**src/design/distance_send_period_table_macros.svh**
```systemverilog
// Assertion macros used by the send-period table controller.
`ifndef DISTANCE_SEND_PERIOD_TABLE_MACROS_SVH
`define DISTANCE_SEND_PERIOD_TABLE_MACROS_SVH
`ifndef NO_ASSERTIONS
`define DSTP_ASSERT_SAME(label, clk, rst, ante, cons) \
   label: assert property (@(posedge clk) disable iff (rst) (ante) |-> (cons)) \
      else $error("dstp assertion failed");
`define DSTP_ASSERT_NEXT(label, clk, rst, ante, cons) \
   label: assert property (@(posedge clk) disable iff (rst) (ante) |=> (cons)) \
      else $error("dstp assertion failed");
`else
`define DSTP_ASSERT_SAME(label, clk, rst, ante, cons)
`define DSTP_ASSERT_NEXT(label, clk, rst, ante, cons)
`endif
`endif

```
**src/design/dstp_pkg.sv**
```systemverilog
// Types and constants shared by the send-period table controller and datapath.
`timescale 1ns / 1ps
package dstp_pkg;

   localparam int COORD_W  = 20;
   localparam int DIFF_W   = 21;
   localparam int DSQ_W    = 42;
   localparam int THR_W    = 50;
   localparam int PERIOD_W = 4;
   localparam int OBS_W    = 4;
   localparam int TGT_W    = 8;
   localparam int CSR_DATA_W = 64;
   localparam int CSR_ADDR_W = 4;

   localparam logic [PERIOD_W-1:0] PERIOD_STOP = 4'd0;
   localparam logic [PERIOD_W-1:0] PERIOD_NEAR = 4'd1;

   localparam logic REG_NEAR_DISTANCE_SQ = 1'b0;
   localparam logic REG_MAX_RANGE_SQ     = 1'b1;

   typedef enum logic [3:0] {
      ST_CLEAR,
      ST_IDLE,
      ST_SQ_X,
      ST_SQ_Y,
      ST_SQ_Z,
      ST_SUM,
      ST_CLASSIFY,
      ST_SEARCH,
      ST_DECIDE
   } state_type;

   typedef enum logic [1:0] {
      AXIS_X,
      AXIS_Y,
      AXIS_Z
   } axis_type;

   typedef struct packed {
      logic     clear_step;
      logic     load;
      logic     square;
      axis_type axis;
      logic     acc_clear;
      logic     acc_add;
      logic     classify;
      logic     search;
      logic     commit;
   } cmd_type;

   typedef struct packed {
      logic clear_done;
      logic in_range;
      logic middle;
      logic search_done;
      logic changed;
      logic out_free;
   } status_type;

endpackage

```
**src/design/dstp_ctrl.sv**
```systemverilog
// Controller state machine sequencing the table clear, distance, period search and commit.
`timescale 1ns / 1ps
`include "distance_send_period_table_macros.svh"
module dstp_ctrl (
   input  logic                 clock,
   input  logic                 reset,
   input  logic                 req_valid,
   output logic                 req_ready,
   input  dstp_pkg::status_type stat,
   output dstp_pkg::cmd_type    cmd
);

   dstp_pkg::state_type state_ff, state_in;

   always_ff @(posedge clock) begin
      if (reset) begin
         state_ff <= dstp_pkg::ST_CLEAR;
      end else begin
         state_ff <= state_in;
      end
   end

   always_comb begin
      state_in  = state_ff;
      cmd       = '0;
      cmd.axis  = dstp_pkg::AXIS_X;
      req_ready = 1'b0;
      unique case (state_ff)
         dstp_pkg::ST_CLEAR: begin
            cmd.clear_step = 1'b1;
            if (stat.clear_done) begin
               state_in = dstp_pkg::ST_IDLE;
            end
         end
         dstp_pkg::ST_IDLE: begin
            req_ready = 1'b1;
            cmd.load  = req_valid;
            if (req_valid && stat.in_range) begin
               state_in = dstp_pkg::ST_SQ_X;
            end
         end
         dstp_pkg::ST_SQ_X: begin
            cmd.square    = 1'b1;
            cmd.axis      = dstp_pkg::AXIS_X;
            cmd.acc_clear = 1'b1;
            state_in      = dstp_pkg::ST_SQ_Y;
         end
         dstp_pkg::ST_SQ_Y: begin
            cmd.square  = 1'b1;
            cmd.axis    = dstp_pkg::AXIS_Y;
            cmd.acc_add = 1'b1;
            state_in    = dstp_pkg::ST_SQ_Z;
         end
         dstp_pkg::ST_SQ_Z: begin
            cmd.square  = 1'b1;
            cmd.axis    = dstp_pkg::AXIS_Z;
            cmd.acc_add = 1'b1;
            state_in    = dstp_pkg::ST_SUM;
         end
         dstp_pkg::ST_SUM: begin
            cmd.acc_add = 1'b1;
            state_in    = dstp_pkg::ST_CLASSIFY;
         end
         dstp_pkg::ST_CLASSIFY: begin
            cmd.classify = 1'b1;
            state_in = stat.middle ? dstp_pkg::ST_SEARCH : dstp_pkg::ST_DECIDE;
         end
         dstp_pkg::ST_SEARCH: begin
            cmd.search = 1'b1;
            if (stat.search_done) begin
               state_in = dstp_pkg::ST_DECIDE;
            end
         end
         dstp_pkg::ST_DECIDE: begin
            if (!stat.changed) begin
               state_in = dstp_pkg::ST_IDLE;
            end else if (stat.out_free) begin
               cmd.commit = 1'b1;
               state_in   = dstp_pkg::ST_IDLE;
            end
         end
         default: begin
            state_in = dstp_pkg::ST_IDLE;
         end
      endcase
   end

   `DSTP_ASSERT_SAME(a_commit_only_when_free_and_changed, clock, reset, cmd.commit, stat.out_free && stat.changed)
   `DSTP_ASSERT_NEXT(a_clear_runs_to_end, clock, reset, state_ff == dstp_pkg::ST_CLEAR && !stat.clear_done, state_ff == dstp_pkg::ST_CLEAR)
   `DSTP_ASSERT_NEXT(a_out_of_range_ignored, clock, reset, req_valid && req_ready && !stat.in_range, state_ff == dstp_pkg::ST_IDLE)

endmodule

```
**config.mk**
```make
export PLATFORM = sky130hd
export DESIGN_NAME = dstp_ctrl
export DESIGN_NICKNAME = d
export VERILOG_FILES = /design/src/design/dstp_pkg.sv /design/src/design/dstp_ctrl.sv
export VERILOG_INCLUDE_DIRS = /design/src /design/src/design
export SDC_FILE = /design/constraint.sdc
export NUM_CORES = 1
export LEC_CHECK = 0
export ABC_AREA = 1
export BUFFER_PORTS_ARGS = -buffer_cell sky130_fd_sc_hd__buf_2
export CAP_MARGIN = 20
export CORE_AREA = 5 5 42 44
export DETAILED_ROUTE_END_ITERATION = 7
export DIE_AREA = 0 0 47 49
export MAX_ROUTING_LAYER = met4
export SYNTH_ARGS = -nofsm -noshare
export SYNTH_HDL_FRONTEND = slang
export SYNTH_SLANG_ARGS = --single-unit
```
**constraint.sdc**
```tcl
create_clock -name clock -period 1.1 [get_ports clock]
set_clock_uncertainty 0.05 [all_clocks]
set_input_delay 0.22 -clock clock [delete_from_list [all_inputs] [get_ports clock]]
set_output_delay 0.22 -clock clock [all_outputs]
set_load 0.02 [all_outputs]
```
### Word-level counts from Yosys, hierarchy flattened

Index checks and enable logic that the tools add are counted.

* eq/ne operators: 12
* multiplexer cells: 18
* reduce and logical (&&, ||, !) cells: 4

Operators by type and width (count)
* $pmux W4 S9: 1
* $mux W4: 6
* $eq A4 B3 Y1 const B: 4
* $mux W1: 10
* $pmux W3 S3: 1
* $eq A4 B2 Y1 const B: 2
* $ne A2 B2 Y1 const B: 3
* $eq A4 B1 Y1 const B: 1
* $eq A4 B4 Y1 const B: 1
* $logic_not A4 Y1: 1
* $reduce_and A4 Y1: 1
* $ne A3 B3 Y1 const B: 1
* $reduce_or A3 Y1: 1
* $logic_and A1 B1 Y1: 1

* bits in registers: 4
* logic and storage cells: 35

### Longest topological paths before layout

* depth in word-level cells: 3
* depth in mapped cells: 8
* depth with buffers taken out: 8

### Worst setup path after synthesis

Ideal clock, no wire load.

* kind: flip-flop to output port
* from: reg state_ff[1]
* to: out cmd[2] (netlist bit)
* arrival time: 1005 ps
* stages on the path, launching flop included: 3
* path slack: -175 ps
* path buffers: 0
* data required time: 830 ps
* cells stage by stage: dfxtp_1 -> inv_1 -> nor3_1

RTL lines
* start, declared: line dstp_ctrl.sv:13 `dstp_pkg::state_type state_ff, state_in;`
* start signal, assigned: line dstp_ctrl.sv:17 `state_ff <= dstp_pkg::ST_CLEAR;`
* start signal, assigned: line dstp_ctrl.sv:19 `state_ff <= state_in;`
* end, declared: line dstp_ctrl.sv:10 `output dstp_pkg::cmd_type cmd`

==> results.json <==
{
  "avgViaCountPerCell": 4.53,
  "cts_tree": "built",
  "hold_depth": 2,
  "netlist_area_um2": 363,
  "dieArea_um2": 2300,
  "ys_warn_count": 0,
  "synth_flop_cell": "dfxtp_1",
  "grt.overflow.total": 0,
  "cp.required_ns": 0.83,
  "dp_hpwl_um": 934,
  "min_path_type": "primary input to flip-flop",
  "drt-pass1-iter-count": 4,
  "grt.total_usage_pct": 12.6,
  "cts_sinks": 4,
  "numCtsBuffers": 3,
  "holdWs_ns": 0.104,
  "rows": 14,
  "ant_nets": 0,
  "met1_usage_pct": 13.8,
  "port_buffers": 19,
  "dpl-instance-area_um2": 567,
  "yosysSeqAreaShare_pct": 22.1,
  "hold_viol": 0,
  "r2r_slack_ns": -0.10,
  "drtIter0Drc": 8,
  "grt_pass1_wl_um": 2050,
  "rsz0062_at_grt": "yes",
  "syn_area_per_cell_um2": 5.42,
  "synth_common_cells": "inv_1, nand2_1, nor2_1",
  "clk_pin_slew_ns": 0.04,
  "synth_top_cell_area_share_pct": 22.1,
  "drive_gt1_share_pct": 64.0,
  "hold_end": "state_ff[3]",
  "worstPathArrival_ns": 1.11,
  "fin_nets": 111,
  "syn2layout_area_growth_pct": 106,
  "die_w_um": 47,
  "peakVddDrop_mv": 0.784,
  "syn-num-nets": 76,
  "max_cap_violations": 0,
  "regMostFlops": "state_ff",
  "insertion_delay_ns": 0.24,
  "io_pins": 20,
  "period_share_pct": 125,
  "synthMuxAreaShare_pct": 0,
  "clockRootBuffer": "clkbuf_4",
  "r2r-end": "state_ff[0]",
  "cts_max_level": 1,
  "max_slew_margin_pct": 84.4,
  "yosysUniqueCellTypes": 13,
  "fmax_mhz": 727,
  "grt_use_met3_pct": 3.32,
  "wl_per_cell_um": 10.4,
  "finalWirelength_um": 1210,
  "reg.largest.list": "state_ff x4",
  "drcViolationCount": 0,
  "antenna_cells": 0,
  "synth_top_family_by_area": "simple AND/OR/NAND/NOR gates",
  "power_uw": 865,
  "yosys.area.top_type": "dfxtp_1",
  "reg2reg_depth": 9,
  "grtUsageMet2_pct": 19.7,
  "grt_pass1_vias": 505,
  "synthXorXnorAreaFrac_pct": 0,
  "setup_slack_ns": -0.276,
  "async_flop_share_pct": 0,
  "critPathKind": "flip-flop to output pin",
  "syn_inst": 67,
  "cellLeakagePower_nw": 0.393,
  "synth_edf_count": 0,
  "start_util_pct": 25.9,
  "fin_area_um2": 746,
  "cts_buffer_depth": 2,
  "ys_top_cells_by_area": "dfxtp_1, inv_1, nand2_1",
  "endpoint_kind": "output pin",
  "vias": 526,
  "antenna_found_initial": 0,
  "grt_max_degree": 7,
  "cp_max_fo": 4,
  "setup_viol": 14,
  "synthAdderAreaFrac_pct": 0,
  "top_usage_layer": "met2",
  "power_density_nw_per_um2": 1160,
  "gp_congestion": 0.842,
  "fp.coreArea_um2": 1400,
  "status": "finished with violations",
  "largest_reg_flops": 4,
  "failed_checks": "setup timing",
  "startpoint": "state_ff[0]",
  "ys_seq_elements": 4,
  "reg2reg_from": "state_ff[3]",
  "min_period_ns": 1.38,
  "min_from": "reset",
  "worstMarginPinSlew_ns": 0.232,
  "die_h_um": 49,
  "synthSimpleGateAreaFrac_pct": 51.0,
  "cp-start-kind": "flip-flop",
  "synth_compound_area_share_pct": 9.31,
  "drv_slew": 0
}
[layout by cell type (no fill, tap or decap)]
master | synthesis | routed
nand3_4 | 0 | 1
nor2_2 | 5 | 4
nor2_4 | 0 | 6
nand4_1 | 2 | 2
buf_4 | 0 | 15
nor3_2 | 0 | 1
clkbuf_4 | 0 | 3
buf_2 | 0 | 8
o22ai_2 | 0 | 1
inv_2 | 4 | 6
nand2_1 | 13 | 8
nand3_1 | 8 | 5
nand2_4 | 0 | 1
nand2_2 | 0 | 4
dfxtp_4 | 0 | 4
nand3_2 | 1 | 3
nor2_1 | 10 | 5
buf_6 | 0 | 7
a21oi_1 | 4 | 4
a211oi_1 | 1 | 1
inv_1 | 13 | 11
[per-layer routing]
layer,share of wire (%),wire (µm)
met3,3.5,42
met5,0,0
met4,1.6,19
met1,38,463
met2,56,679
[what timing repair did]
| item | in CTS | in global routing |
|---|---|---|
| hold buffers | 0 | 0 |
| pin swaps | 2 | 7 |
| gates resized for setup | 24 | 20 |
| setup buffers | 2 | 1 |
| setup endpoints to repair | 15 | 15 |
[metrics by stage]
stage / setup TNS [ns] / util, % / instances / setup slack, ns
global placement: -1.47 / 40.4 / 110 / -0.151
floorplan: -0.196 / - / 67 / -0.0673
detailed placement: -1.48 / 40.4 / 110 / -0.154
finish: -2.90 / 53.2 / 116 / -0.276
CTS: -3.28 / 47.8 / 115 / -0.290
global route: -4.10 / 53.2 / 116 / -0.343
[worst max path at each step]
| stage | end |
|---|---|
| after floorplan | cmd[9] |
| after global placement | cmd[7] |
| after detailed placement | cmd[0] |
| after CTS | cmd[7] |
| after global routing | cmd[9] |
| final | cmd[7] |
[power breakdown]
| part | internal, mW | switching, mW |
|---|---|---|
| Sequential | 0.165 | 0.0317 |
| Clock | 0.122 | 0.0615 |
| Combinational | 0.215 | 0.270 |
| Total | 0.502 | 0.363 |
[logic make-up (layout without fill, tap and decap cells)]
family,after synthesis,in the layout
AOI/OAI and AO/OA,6,6
and+or+nand+nor,40,40
DFF,4,4
buffers and inverters,17,50
[worst max-delay path: stages (launching register included)]
cell and delay (ns):
dfxtp_4 0.35, nor2_4 0.15, inv_2 0.08, o22ai_2 0.15, buf_6 0.14
[area by class of cell]
class / count / area [µm²]
sequential: 4 / 95.1
fill: 145 / 656
inverter: 17 / 63.8
timing repair buffer: 30 / 231
multi-input combinational: 46 / 313
tap: 16 / 20.0
clock buffer: 3 / 22.5
Power figures use the tool's default switching activity.
